$ cat config.mk
export PLATFORM = sky130hd
export DESIGN_NAME = key_press_repeat_tracker_core
export DESIGN_NICKNAME = d
export VERILOG_FILES = /design/src/rtl/kprt_pkg.sv /design/src/rtl/kprt_key_lane.sv /design/src/rtl/kprt_combo_lane.sv /design/src/rtl/kprt_merge.sv /design/src/rtl/key_press_repeat_tracker_core.sv
export VERILOG_INCLUDE_DIRS = /design/src /design/src/rtl
export SDC_FILE = /design/constraint.sdc
export NUM_CORES = 1
export LEC_CHECK = 0
export ABC_AREA = 1
export BUFFER_PORTS_ARGS = -buffer_cell sky130_fd_sc_hd__buf_2
export CAP_MARGIN = 20
export CORE_MARGIN = 2
export CORE_UTILIZATION = 60
export CTS_CLUSTER_SIZE = 8
export DETAILED_ROUTE_END_ITERATION = 16
export PLACE_DENSITY = 0.77
export SYNTH_ARGS = -nofsm -noshare
export SYNTH_HDL_FRONTEND = slang
export SYNTH_HIERARCHICAL = 1
export SYNTH_SLANG_ARGS = --single-unit
$ cat constraint.sdc
create_clock -name clk -period 5.6 [get_ports clk]
set_clock_uncertainty 0.05 [all_clocks]
set_input_delay 1.4 -clock clk [delete_from_list [all_inputs] [get_ports clk]]
set_output_delay 1.4 -clock clk [all_outputs]
set_load 0.03 [all_outputs]
$ cat src/rtl/assert_macros.svh
// Assertion wrappers; empty when SYNTH is defined.
`ifndef ASSERT_MACROS_SVH
`define ASSERT_MACROS_SVH
`ifndef SYNTH
`define KPRT_ASSERT(lbl, clk, rst, prop, msg) \
  lbl: assert property (@(posedge clk) disable iff (rst) prop) else $error(msg);
`define KPRT_ASSERT_ALWAYS(lbl, clk, prop, msg) \
  lbl: assert property (@(posedge clk) prop) else $error(msg);
`else
`define KPRT_ASSERT(lbl, clk, rst, prop, msg)
`define KPRT_ASSERT_ALWAYS(lbl, clk, prop, msg)
`endif
`endif

$ cat src/rtl/kprt_pkg.sv
package kprt_pkg;

  localparam int TIME_W       = 16;
  localparam int KEYS_W       = 3;
  localparam int NUM_KEYS_DEF = 3;
  localparam int MAX_RESULTS  = 4;

  localparam logic [TIME_W-1:0] QUALIFY_RST  = 16'd50;
  localparam logic [TIME_W-1:0] INIT_DUR_RST = 16'd1;
  localparam logic [TIME_W-1:0] FIRST_RST    = 16'd500;
  localparam logic [TIME_W-1:0] INTERVAL_RST = 16'd100;

  localparam logic [1:0] CFG_QUALIFY  = 2'd0;
  localparam logic [1:0] CFG_INIT_DUR = 2'd1;
  localparam logic [1:0] CFG_FIRST    = 2'd2;
  localparam logic [1:0] CFG_INTERVAL = 2'd3;

  localparam logic [1:0] COMBO_SOURCE = 2'd3;

  typedef enum logic [1:0] {
    PH_OFF      = 2'd0,
    PH_PRESSED  = 2'd1,
    PH_ON       = 2'd2,
    PH_RELEASED = 2'd3
  } phase_t;

  typedef enum logic [1:0] {
    TR_PRESSED  = 2'd0,
    TR_REPEAT   = 2'd1,
    TR_RELEASED = 2'd2
  } trans_t;

  typedef struct packed {
    logic [TIME_W-1:0] qualify;
    logic [TIME_W-1:0] init_dur;
    logic [TIME_W-1:0] first;
    logic [TIME_W-1:0] interval;
  } cfg_t;

  typedef struct packed {
    logic              vld;
    trans_t            trans;
    logic [TIME_W-1:0] held;
  } lane_msg_t;

  typedef struct packed {
    logic [1:0]        source;
    trans_t            trans;
    logic [TIME_W-1:0] held;
    logic [KEYS_W-1:0] mask;
    logic              last;
  } out_word_t;

endpackage

$ cat src/rtl/kprt_key_lane.sv
module kprt_key_lane import kprt_pkg::*; (
  input  logic              clk,
  input  logic              rst,
  input  logic              en,
  input  logic              pressed,
  input  logic [TIME_W-1:0] now,
  input  cfg_t              cfg,
  output lane_msg_t         msg,
  output logic [TIME_W-1:0] dur_upd
);

  logic [TIME_W-1:0] start_time, start_time_next;
  logic [TIME_W-1:0] last_sent, last_sent_next;
  logic [TIME_W-1:0] duration, duration_next;
  phase_t            phase, phase_next;
  lane_msg_t         raw;
  logic [TIME_W-1:0] since_start, since_sent, wait_ms;

  assign since_start = now - start_time;
  assign since_sent  = now - last_sent;
  assign wait_ms     = (phase == PH_PRESSED) ? cfg.first : cfg.interval;

  always_comb begin
    start_time_next = start_time;
    last_sent_next  = last_sent;
    duration_next   = duration;
    phase_next      = phase;
    raw.vld         = 1'b0;
    raw.trans       = TR_PRESSED;
    raw.held        = since_start;
    if (pressed) begin
      if (phase == PH_OFF) begin
        if (duration <= cfg.qualify) begin
          if (duration == '0) begin
            start_time_next = now;
            duration_next   = cfg.init_dur;
          end else begin
            duration_next = since_start;
          end
        end else begin
          phase_next     = PH_PRESSED;
          last_sent_next = now;
          duration_next  = since_start;
          raw.vld        = 1'b1;
        end
      end else if (since_sent > wait_ms) begin
        // released-then-repressed keys land here too, timed from old start
        duration_next  = since_start;
        phase_next     = PH_ON;
        last_sent_next = now;
        raw.vld        = 1'b1;
        raw.trans      = TR_REPEAT;
      end
    end else if (duration != '0) begin
      phase_next    = PH_RELEASED;
      duration_next = '0;
      raw.vld       = 1'b1;
      raw.trans     = TR_RELEASED;
      raw.held      = duration;
    end else begin
      phase_next = PH_OFF;
    end
  end

  always_comb begin
    msg     = raw;
    msg.vld = raw.vld && en;
  end

  assign dur_upd = duration_next;

  always_ff @(posedge clk) begin
    if (rst) begin
      start_time <= '0;
      last_sent  <= '0;
      duration   <= '0;
      phase      <= PH_OFF;
    end else if (en) begin
      start_time <= start_time_next;
      last_sent  <= last_sent_next;
      duration   <= duration_next;
      phase      <= phase_next;
    end
  end

endmodule

$ cat src/rtl/kprt_combo_lane.sv
module kprt_combo_lane import kprt_pkg::*; (
  input  logic              clk,
  input  logic              rst,
  input  logic              en,
  input  logic              multi,
  input  logic [TIME_W-1:0] now,
  input  logic [TIME_W-1:0] common,
  input  cfg_t              cfg,
  output lane_msg_t         msg
);

  logic [TIME_W-1:0] start_time, start_time_next;
  logic [TIME_W-1:0] last_sent, last_sent_next;
  logic [TIME_W-1:0] duration, duration_next;
  phase_t            phase, phase_next;
  logic [TIME_W-1:0] since_sent, wait_ms;
  logic              fire;

  assign since_sent = now - last_sent;
  assign wait_ms    = (phase == PH_PRESSED) ? cfg.first : cfg.interval;

  always_comb begin
    start_time_next = start_time;
    last_sent_next  = last_sent;
    duration_next   = duration;
    phase_next      = phase;
    fire            = 1'b0;
    msg.trans       = TR_PRESSED;
    msg.held        = common;
    if (multi) begin
      if (duration == '0) begin
        // zero init duration re-sends the press on every tick
        start_time_next = now;
        phase_next      = PH_PRESSED;
        duration_next   = cfg.init_dur;
        last_sent_next  = now;
        fire            = 1'b1;
      end else if (since_sent > wait_ms) begin
        duration_next  = now - start_time;
        phase_next     = PH_ON;
        last_sent_next = now;
        fire           = 1'b1;
        msg.trans      = TR_REPEAT;
      end
    end else if (duration != '0) begin
      phase_next    = PH_RELEASED;
      duration_next = '0;
      fire          = 1'b1;
      msg.trans     = TR_RELEASED;
    end else begin
      phase_next = PH_OFF;
    end
    msg.vld = fire && en;
  end

  always_ff @(posedge clk) begin
    if (rst) begin
      start_time <= '0;
      last_sent  <= '0;
      duration   <= '0;
      phase      <= PH_OFF;
    end else if (en) begin
      start_time <= start_time_next;
      last_sent  <= last_sent_next;
      duration   <= duration_next;
      phase      <= phase_next;
    end
  end

endmodule

$ cat src/rtl/kprt_merge.sv
`include "assert_macros.svh"

module kprt_merge import kprt_pkg::*; #(
  parameter int NUM_KEYS = NUM_KEYS_DEF
) (
  input  logic              clk,
  input  logic              rst,
  input  logic              capture,
  input  lane_msg_t         slot_msg [NUM_KEYS+1],
  input  logic [KEYS_W-1:0] mask,
  output logic              ready,
  output logic              out_valid,
  input  logic              out_ready,
  output out_word_t         out_word
);

  localparam int N  = NUM_KEYS + 1;
  localparam int IW = $clog2(N);
  localparam int CW = $clog2(N + MAX_RESULTS + 1);

  logic [N-1:0]      bvalid, kept, pick, remaining;
  lane_msg_t         bmsg [N];
  logic [KEYS_W-1:0] bmask;
  logic [IW-1:0]     pick_idx;
  logic [CW-1:0]     cnt;
  logic              move;

  // keep only the first MAX_RESULTS messages of a tick, lane order
  always_comb begin
    cnt = '0;
    for (int i = 0; i < N; i++) begin
      kept[i] = slot_msg[i].vld && (cnt < CW'(MAX_RESULTS));
      if (slot_msg[i].vld) cnt = cnt + 1'b1;
    end
  end

  assign pick      = bvalid & (~bvalid + 1'b1);
  assign remaining = bvalid & ~pick;

  always_comb begin
    pick_idx = '0;
    for (int i = 0; i < N; i++) begin
      if (pick[i]) pick_idx = IW'(i);
    end
  end

  assign move  = (|bvalid) && (!out_valid || out_ready);
  assign ready = !(|bvalid) || (move && !(|remaining));

  always_ff @(posedge clk) begin
    if (rst) begin
      bvalid    <= '0;
      out_valid <= 1'b0;
    end else begin
      if (capture) begin
        bvalid <= kept;
      end else if (move) begin
        bvalid <= remaining;
      end
      if (move) begin
        out_valid <= 1'b1;
      end else if (out_ready) begin
        out_valid <= 1'b0;
      end
    end
  end

  always_ff @(posedge clk) begin
    if (capture) begin
      for (int i = 0; i < N; i++) bmsg[i] <= slot_msg[i];
      bmask <= mask;
    end
    if (move) begin
      out_word.source <= (pick_idx < IW'(NUM_KEYS)) ? 2'(pick_idx) : COMBO_SOURCE;
      out_word.trans  <= bmsg[pick_idx].trans;
      out_word.held   <= bmsg[pick_idx].held;
      out_word.mask   <= bmask;
      out_word.last   <= !(|remaining);
    end
  end

  `KPRT_ASSERT(a_result_cap, clk, rst, $countones(bvalid) <= MAX_RESULTS, "batch too large")
  `KPRT_ASSERT(a_more_pending, clk, rst, out_valid && !out_word.last |-> |bvalid, "lost word")
  `KPRT_ASSERT(a_capture_kept, clk, rst, capture && (|kept) |=> |bvalid, "batch dropped")
  `KPRT_ASSERT_ALWAYS(a_reset_clear, clk, rst |=> !out_valid && bvalid == '0, "reset")

endmodule

$ cat src/rtl/key_press_repeat_tracker_core.sv
// Key press / auto-repeat / release tracker. Each input word is one tick:
// a 16-bit millisecond timestamp and a key mask. One lane per key plus a
// combination lane update their state in the cycle the tick is accepted;
// the messages of a tick (up to four, in key order, combination last) are
// then sent one word per cycle, while m_axis_tready does not hold them back,
// through the output register, tlast marking the final one. The next tick
// is taken in the cycle the previous tick's last word moves to the output
// register. Configuration writes are accepted every cycle and should be
// made while no tick is pending.
module key_press_repeat_tracker_core import kprt_pkg::*; #(
  parameter int NUM_KEYS = NUM_KEYS_DEF
) (
  input  logic        clk,
  input  logic        rst,
  input  logic        s_axis_tvalid,
  output logic        s_axis_tready,
  input  logic [23:0] s_axis_tdata,   // now_ms[15:0], keys_down[18:16], zero pad
  output logic        m_axis_tvalid,
  input  logic        m_axis_tready,
  output logic [23:0] m_axis_tdata,   // held_ms[15:0], mask[18:16], zero pad
  output logic [3:0]  m_axis_tuser,   // source[1:0], transition[3:2]
  output logic        m_axis_tlast,
  input  logic        cfg_valid,
  output logic        cfg_ready,
  input  logic [1:0]  cfg_index,
  input  logic [15:0] cfg_data
);

  cfg_t              cfg;
  logic              accept, multi, solo;
  logic [TIME_W-1:0] now;
  logic [KEYS_W-1:0] keys, mask;
  logic [NUM_KEYS-1:0] pressed;
  logic [TIME_W-1:0] dur_upd [NUM_KEYS];
  logic [TIME_W-1:0] common;
  lane_msg_t         slot_msg [NUM_KEYS+1];
  out_word_t         out_word;

  assign cfg_ready = 1'b1;

  always_ff @(posedge clk) begin
    if (rst) begin
      cfg.qualify  <= QUALIFY_RST;
      cfg.init_dur <= INIT_DUR_RST;
      cfg.first    <= FIRST_RST;
      cfg.interval <= INTERVAL_RST;
    end else if (cfg_valid) begin
      case (cfg_index)
        CFG_QUALIFY:  cfg.qualify  <= cfg_data;
        CFG_INIT_DUR: cfg.init_dur <= cfg_data;
        CFG_FIRST:    cfg.first    <= cfg_data;
        CFG_INTERVAL: cfg.interval <= cfg_data;
        default: ;
      endcase
    end
  end

  assign accept = s_axis_tvalid && s_axis_tready;
  assign now    = s_axis_tdata[15:0];
  assign keys   = s_axis_tdata[18:16];

  always_comb begin
    for (int i = 0; i < KEYS_W; i++) mask[i] = keys[i] && (i < NUM_KEYS);
  end

  // two or more keys down hands control to the combination lane
  assign multi = |(mask & (mask - 3'd1));
  assign solo  = !multi;

  for (genvar k = 0; k < NUM_KEYS; k++) begin : g_lane
    if (k < KEYS_W) begin : g_in
      assign pressed[k] = mask[k];
    end else begin : g_none
      assign pressed[k] = 1'b0;
    end
    kprt_key_lane u_lane (
      .clk     (clk),
      .rst     (rst),
      .en      (accept && solo),
      .pressed (pressed[k]),
      .now     (now),
      .cfg     (cfg),
      .msg     (slot_msg[k]),
      .dur_upd (dur_upd[k])
    );
  end

  // at most one key is down when this is nonzero
  always_comb begin
    common = '0;
    for (int k = 0; k < NUM_KEYS; k++) begin
      if (pressed[k] && solo) common = common | dur_upd[k];
    end
  end

  kprt_combo_lane u_combo (
    .clk    (clk),
    .rst    (rst),
    .en     (accept),
    .multi  (multi),
    .now    (now),
    .common (common),
    .cfg    (cfg),
    .msg    (slot_msg[NUM_KEYS])
  );

  kprt_merge #(.NUM_KEYS(NUM_KEYS)) u_merge (
    .clk       (clk),
    .rst       (rst),
    .capture   (accept),
    .slot_msg  (slot_msg),
    .mask      (mask),
    .ready     (s_axis_tready),
    .out_valid (m_axis_tvalid),
    .out_ready (m_axis_tready),
    .out_word  (out_word)
  );

  assign m_axis_tdata = {5'd0, out_word.mask, out_word.held};
  assign m_axis_tuser = {out_word.trans, out_word.source};
  assign m_axis_tlast = out_word.last;

endmodule

==> flow_summary.json, run 1 <==
{
  "globalRoute.totalOverflow": 0,
  "power_density_nw_per_um2": 460,
  "ant_nets": 0,
  "min_path_type": "flip-flop to flip-flop",
  "yosys.area.top_type": "dfxtp_1",
  "grt_pass1_wl_um": 134000,
  "grt_pass1_vias": 24400,
  "hold_viol": 0,
  "r2r_end": "u_merge/bvalid[3]$_SDFFE_PP0P_",
  "clk_pin_slew_ns": 0.05,
  "critPathSlowestCell": "fa_1",
  "crit_path_start_kind": "input port",
  "rsz0062_at_grt": "false",
  "crit_type": "input port to flip-flop",
  "status": "complete, no violations",
  "p_leak_nw": 15.8,
  "h-tree-depth": 2,
  "dpl.cell_count": 4886,
  "required_ns": 6.10,
  "crit_start": "s_axis_tdata[0]",
  "synth-edff-count": 99,
  "ys_async_sr_fraction_pct": 0,
  "hold_buffers": 0,
  "cts_num_sinks": 368,
  "power.total_w": 0.0143,
  "period_share_pct": 92.7,
  "avgSynthCellArea_um2": 6.74,
  "avgRoutedWirePerCell_um": 17.2,
  "nets": 4617,
  "initial_core_util_pct": 60.6,
  "fmax_mhz": 193,
  "yosysSeqAreaShare_pct": 28.9,
  "synth_area_leaders": "dfxtp_1, nand2_1, edfxtp_1, ha_1, inv_1",
  "io_pins": 79,
  "cts_tree": "yes",
  "syn_inst": 4285,
  "hold_ws_ns": 0.374,
  "grt_usage_pct": 34.1,
  "cp-endpoint": "u_merge/bvalid[3]$_SDFFE_PP0P_",
  "antenna_found_initial": 2,
  "num_vias": 27100,
  "rrSetupSlack_ns": 1.16,
  "core-area_um2": 47600,
  "period_needed_ns": 5.19,
  "max-slew-margin-rel_pct": 27.8,
  "fp.dieH_um": 223,
  "vdd_ir_drop_max_mv": 0.268,
  "worst_setup_path_end_kind": "flip-flop",
  "yosys_most_used_dff": "dfxtp_1",
  "reg2reg_from": "g_lane[1].u_lane/last_sent[4]$_SDFFE_PP0P_",
  "yosys_warnings": 6,
  "area_growth_pct": 8.00,
  "routabilityCongestion": 0.973,
  "drv_slew": 0,
  "cp.arrival_ns": 5.69,
  "cts_buffers": 52,
  "synth_area_um2": 28900,
  "path_common_cell": "nand2_1",
  "synth_seq_cells": 368,
  "viasPerCell": 5.46,
  "crit_fanout": 3,
  "hpwl_um": 64600,
  "row_count": 80,
  "routed_wl_um": 85400,
  "fin_cells": 4965,
  "die_w_um": 223,
  "critPathMaxStageDelay_ns": 0.40,
  "post-route-drc-count": 0,
  "r2r_cells": 26,
  "port_buffers": 67,
  "clk_latency_ns": 0.63,
  "drive_above_1_share_pct": 9.61,
  "post_cts_resized": 0,
  "firstDrtPassIters": 6,
  "cap_violations": 0,
  "fp.dieArea_um2": 49900,
  "cts_buffer_depth": 3,
  "ys_types": 57,
  "post_cts_buffers": 0,
  "worst_pin_slew_ns": 1.08,
  "setup_viol": 0,
  "grt_max_degree": 94,
  "synth_top_area_share_pct": 18.6,
  "drt-initial-drc-count": 2769,
  "root_buffer": "clkbuf_16"
}
-- synthesized netlist by cell type, types with 3 or more instances --
| library cell | n |
|---|---|
| buf_4 | 36 |
| xor2_1 | 45 |
| mux2i_1 | 60 |
| clkinv_1 | 3 |
| buf_1 | 8 |
| nand2_2 | 50 |
| nand4_1 | 72 |
| xnor2_1 | 31 |
| nand3_1 | 327 |
| buf_6 | 14 |
| fa_1 | 8 |
| nand2_1 | 1094 |
| nor2_2 | 19 |
| buf_2 | 64 |
| a21o_1 | 12 |
| o21bai_1 | 7 |
| o21ai_1 | 78 |
| nand3b_1 | 9 |
| edfxtp_1 | 99 |
| mux2_2 | 4 |
| o21ai_0 | 220 |
| a21boi_0 | 6 |
| a21oi_1 | 291 |
| nand3_4 | 8 |
| dfxtp_1 | 269 |
| inv_2 | 20 |
| inv_1 | 713 |
| a21oi_2 | 38 |
| nor3_2 | 3 |
| nand2_4 | 10 |
| clkbuf_1 | 46 |
| ha_1 | 235 |
| and2_1 | 13 |
| nor2_1 | 289 |
| a211oi_1 | 3 |
| nor3_1 | 16 |
| o21ai_2 | 3 |
| nor2_4 | 6 |
| nand3_2 | 29 |
-- worst min path at each step --
stage | slack (ns) | start | depth (start not counted) | to
after floorplan | 0.35 | u_merge/bmask[0]$_DFFE_PP_ | 0 | u_merge/out_word[1]$_DFFE_PP_
after global placement | 0.35 | u_merge/bmask[1]$_DFFE_PP_ | 0 | u_merge/out_word[2]$_DFFE_PP_
after detailed placement | 0.36 | u_merge/bmask[2]$_DFFE_PP_ | 0 | u_merge/out_word[3]$_DFFE_PP_
after CTS | 0.37 | u_merge/bmask[0]$_DFFE_PP_ | 0 | u_merge/out_word[1]$_DFFE_PP_
after global routing | 0.38 | u_merge/bmask[0]$_DFFE_PP_ | 0 | u_merge/out_word[1]$_DFFE_PP_
final | 0.37 | u_merge/bmask[0]$_DFFE_PP_ | 0 | u_merge/out_word[1]$_DFFE_PP_
-- cell usage in the layout, fill, tap and decap left out, drive strengths merged, types with 4 or more instances in the layout --
| master | n |
|---|---|
| clkbuf | 72 |
| clkinv | 8 |
| a21oi | 329 |
| a211oi | 4 |
| xnor2 | 31 |
| nand2 | 1156 |
| buf | 155 |
| conb | 6 |
| edfxtp | 99 |
| fa | 8 |
| o21bai | 7 |
| a21boi | 8 |
| nand3b | 9 |
| nor3 | 19 |
| nand4 | 75 |
| dfxtp | 269 |
| mux2i | 60 |
| nand3 | 364 |
| mux2 | 4 |
| a21o | 12 |
| o21ai | 302 |
| inv | 734 |
| and2 | 15 |
| nor2 | 314 |
| xor2 | 46 |
| ha | 235 |
-- layer usage --
metal / vias to the layer above / GRT usage, % / part of all wire, %
li1: 13800 / - / -
met3: 181 / 5.78 / 8.2
met5: - / 0 / 0.015
met1: 12200 / 46.2 / 43
met2: 985 / 54.7 / 45
met4: 2 / 12.3 / 3.7
-- power by group --
group          switching (W)  internal, W  total, W  leakage (nW)
Clock                0.00122      0.00170   0.00292         0.702
Combinational        0.00504      0.00245   0.00750          11.9
Sequential          0.000349      0.00357   0.00392          3.16
-- sequential cells by signal (all words and copies together) (netlist names) --
name / flops
cfg: 64
g_lane.u_lane/duration: 48
g_lane.u_lane/last_sent: 48
g_lane.u_lane/phase: 6
g_lane.u_lane/start_time: 48
u_combo/duration: 16
u_combo/last_sent: 16
u_combo/phase: 2
u_combo/start_time: 16
u_merge/bmask: 3
u_merge/bmsg: 72
u_merge/bvalid: 4
u_merge/out_valid: 1
u_merge/out_word: 24
-- kinds of logic after synthesis --
group | count (synthesis) | synth area share [%]
flip-flops | 368 | 28.9
XOR/XNOR | 77 | 2.36
adder cells (fa/ha/maj) | 243 | 10.7
buffers and inverters | 909 | 13.1
multiplexers | 64 | 2.24
AND/OR/NAND/NOR | 1954 | 30.1
AO/OA/AOI/OAI | 668 | 12.5
other | 2 | 0.0260
-- worst max-delay path, delay by kind of cell --
kind | cells | cell delay (ns)
adder cells (fa/ha/maj) | 4 | 1.22
XOR/XNOR | 1 | 0.16
buffers and inverters | 4 | 0.51
AO/OA/AOI/OAI | 7 | 0.98
AND/OR/NAND/NOR | 11 | 1.41
-- metrics by stage --
| stage | area [um2] | setup slack [ns] | utilization [%] | TNS, ns |
|---|---|---|---|---|
| floorplan | 28900 | 0.408 | - | 0 |
| global placement | 29700 | 0.00143 | 62.4 | 0 |
| detailed placement | 29700 | -0.0618 | 62.4 | -0.104 |
| CTS | 31200 | 0.525 | 65.4 | 0 |
| global route | 31200 | 0.00715 | 65.5 | 0 |
| finish | 31200 | 0.409 | 65.5 | 0 |
-- cell type report --
class | count | area (um2)
inverters | 738 | 2780
clock inverters | 4 | 71.3
fillers | 4358 | 16400
well taps | 615 | 769
repair buffers | 155 | 1060
diodes | 1 | 2.50
clock buffers | 72 | 1390
multi-input cells | 3012 | 16800
flip-flops and latches | 368 | 8360
Note: power is estimated with default switching activity, not from simulation.
==> inputs of run 2 (changes only) <==
--- a/config.mk
+++ b/config.mk
@@ -8,12 +8,11 @@
 export LEC_CHECK = 0
 export ABC_AREA = 1
 export BUFFER_PORTS_ARGS = -buffer_cell sky130_fd_sc_hd__buf_2
-export CAP_MARGIN = 20
 export CORE_MARGIN = 2
-export CORE_UTILIZATION = 60
+export CORE_UTILIZATION = 50
 export CTS_CLUSTER_SIZE = 8
 export DETAILED_ROUTE_END_ITERATION = 16
-export PLACE_DENSITY = 0.77
+export PLACE_DENSITY = 0.66
 export SYNTH_ARGS = -nofsm -noshare
 export SYNTH_HDL_FRONTEND = slang
 export SYNTH_HIERARCHICAL = 1
==> run 2 against run 1 <==
Net effect: via count hardly changed; count of clock-buffer cells in the layout grew 1; wire length rose by 4.3%.
==> flow_summary.json, run 2 (synthesis gave the netlist of run 1 again) <==
{
  "core-area_um2": 57400,
  "path_cells": "buf_2 > inv_1 > ha_1 > fa_1 > nor3_1 > nor2_1 > o21ai_1 > a21boi_0 > o21ai_1 > xor2_1 > inv_1 > ha_1 > nand4_1 > nor2_1 > nand4_1 > nand2_2 > nand2_2 > inv_1 > nand2_1 > nand3_1 > nand2_1 > inv_1 > nand4_1 > nand3_1",
  "firstDrtPassIters": 7,
  "layout_setup_ws_ns": 0.411,
  "crit_path_start_kind": "input port",
  "top_register": "u_merge/bmsg",
  "grt_pass1_wl_um": 137000,
  "nFillCells": 5734,
  "r2r_end": "u_merge/bmsg[3][7]$_DFFE_PP_",
  "p_leak_nw": 15.9,
  "antenna_found_initial": 2,
  "viasPerCell": 5.27,
  "fmax_mhz": 193,
  "globalRoute.totalOverflow": 0,
  "worst_pin_slew_ns": 1.16,
  "root_buffer": "clkbuf_16",
  "cp.arrival_ns": 5.63,
  "rsz0062_at_grt": "false",
  "required_ns": 6.04,
  "final_common_cell": "nand2_1",
  "path_common_cell": "inv_1",
  "grt_usage_pct": 29.4,
  "period_needed_ns": 5.19,
  "fp.dieH_um": 244,
  "post-route-drc-count": 0,
  "cts_buffer_depth": 3,
  "power_density_nw_per_um2": 459,
  "row_count": 88,
  "num_vias": 27100,
  "nets": 4643,
  "cts_buffers": 52,
  "hold_buffers": 0,
  "cts_tree": "yes",
  "hold_ws_ns": 0.365,
  "grt_max_degree": 65,
  "min_path_type": "flip-flop to flip-flop",
  "r2r_cells": 22,
  "period_share_pct": 92.7,
  "hpwl_um": 68800,
  "seq_area_um2": 8360,
  "crit_type": "input port to flip-flop",
  "post-place-ws_ns": -0.145,
  "mostFrequentLayoutCells": "nand2_1, inv_1, nand3_1",
  "routed_wl_um": 89000,
  "port_buffers": 67,
  "drt-initial-drc-count": 2317,
  "drive_above_1_share_pct": 10.2,
  "setup_viol": 0,
  "vdd_ir_drop_max_mv": 0.293,
  "max-slew-margin-rel_pct": 22.4,
  "crit_fanout": 7,
  "multi_input_area_um2": 16800,
  "largest_reg_flops": 72,
  "area_growth_pct": 9.31,
  "die_w_um": 244,
  "h-tree-depth": 2,
  "hold_viol": 0,
  "clk_latency_ns": 0.63,
  "worst_setup_path_end_kind": "flip-flop",
  "initial_core_util_pct": 50.4,
  "power.total_w": 0.0145,
  "status": "complete, no violations",
  "reg2reg_from": "g_lane[2].u_lane/last_sent[0]$_SDFFE_PP0P_",
  "ant_nets": 0,
  "avgRoutedWirePerCell_um": 17.3,
  "fp.dieArea_um2": 59700,
  "critPathMaxStageDelay_ns": 0.43,
  "design_area_um2": 31600,
  "place_area_um2": 30100,
  "drv_slew": 0,
  "crit_start": "s_axis_tdata[0]",
  "cap_violations": 0,
  "clk_pin_slew_ns": 0.05,
  "critPathSlowestCell": "fa_1",
  "io_pins": 79,
  "cts_num_sinks": 368,
  "grt_pass1_vias": 24200,
  "cp-endpoint": "u_merge/bmsg[3][7]$_DFFE_PP_",
  "routabilityCongestion": 0.947,
  "reg.largest.list": "u_merge/bmsg x72, cfg x64",
  "rrSetupSlack_ns": 1.23
}
[run 2: per-layer routing]
| metal | up-vias | wire, um | GRT usage, % |
|---|---|---|---|
| li1 | 13900 | - | - |
| met2 | 852 | 39400 | 46.7 |
| met4 | 0 | 3510 | 11.3 |
| met5 | - | 0 | 0 |
| met1 | 12200 | 40200 | 40.4 |
| met3 | 169 | 5810 | 3.95 |
[run 2: worst max-delay path: cells and delay by family]
kind,cells,cell delay [ns]
AND/OR/NAND/NOR,12,1.95
adder cells (fa/ha/maj),3,0.95
buffers and inverters,5,0.68
AO/OA/AOI/OAI,3,0.48
XOR/XNOR,1,0.15
[run 2: where the power goes]
group	total [W]	switching (W)	internal (W)
Sequential	0.00392	0.000353	0.00357
Combinational	0.00763	0.00508	0.00255
Clock	0.00295	0.00124	0.00171
Total	0.0145	0.00668	0.00783
[run 2: area by class of cell]
| class | instances | area share [%] |
|---|---|---|
| Inverter | 738 | 8.80 |
| Clock inverter | 4 | 0.238 |
| Clock buffer | 73 | 4.40 |
| Sequential cell | 368 | 26.5 |
| Multi-Input combinational cell | 3012 | 53.1 |
| Timing Repair Buffer | 181 | 3.93 |
| Tap cell | 765 | 3.03 |
| Antenna cell | 1 | 0.00792 |
[run 2: per-stage QoR]
step / setup TNS [ns] / utilization (%) / cells
detailed placement: -1.40 / 52.5 / 5064
global placement: -0.508 / 52.5 / 5064
global route: 0 / 55.0 / 5142
finish: 0 / 55.0 / 5142
CTS: 0 / 55.0 / 5141
floorplan: 0 / - / 4289
[run 2: repair_timing]
action | CTS | global route
gates resized for setup | 0 | 1
endpoints found under the setup margin | 0 | 2
buffers inserted | 0 | 0
[run 2: worst min-delay path by stage]
stage / endpoint / slack [ns] / depth (start not counted) / start
2_1_floorplan: u_merge/out_word[1]$_DFFE_PP_ / 0.35 / 0 / u_merge/bmask[0]$_DFFE_PP_
3_5_place_dp: u_merge/out_word[3]$_DFFE_PP_ / 0.36 / 0 / u_merge/bmask[2]$_DFFE_PP_
4_1_cts: u_merge/out_word[3]$_DFFE_PP_ / 0.37 / 0 / u_merge/bmask[2]$_DFFE_PP_
3_3_place_gp: u_merge/out_word[2]$_DFFE_PP_ / 0.35 / 0 / u_merge/bmask[1]$_DFFE_PP_
6_report: u_merge/out_word[3]$_DFFE_PP_ / 0.37 / 0 / u_merge/bmask[2]$_DFFE_PP_
5_1_grt: u_merge/out_word[3]$_DFFE_PP_ / 0.38 / 0 / u_merge/bmask[2]$_DFFE_PP_
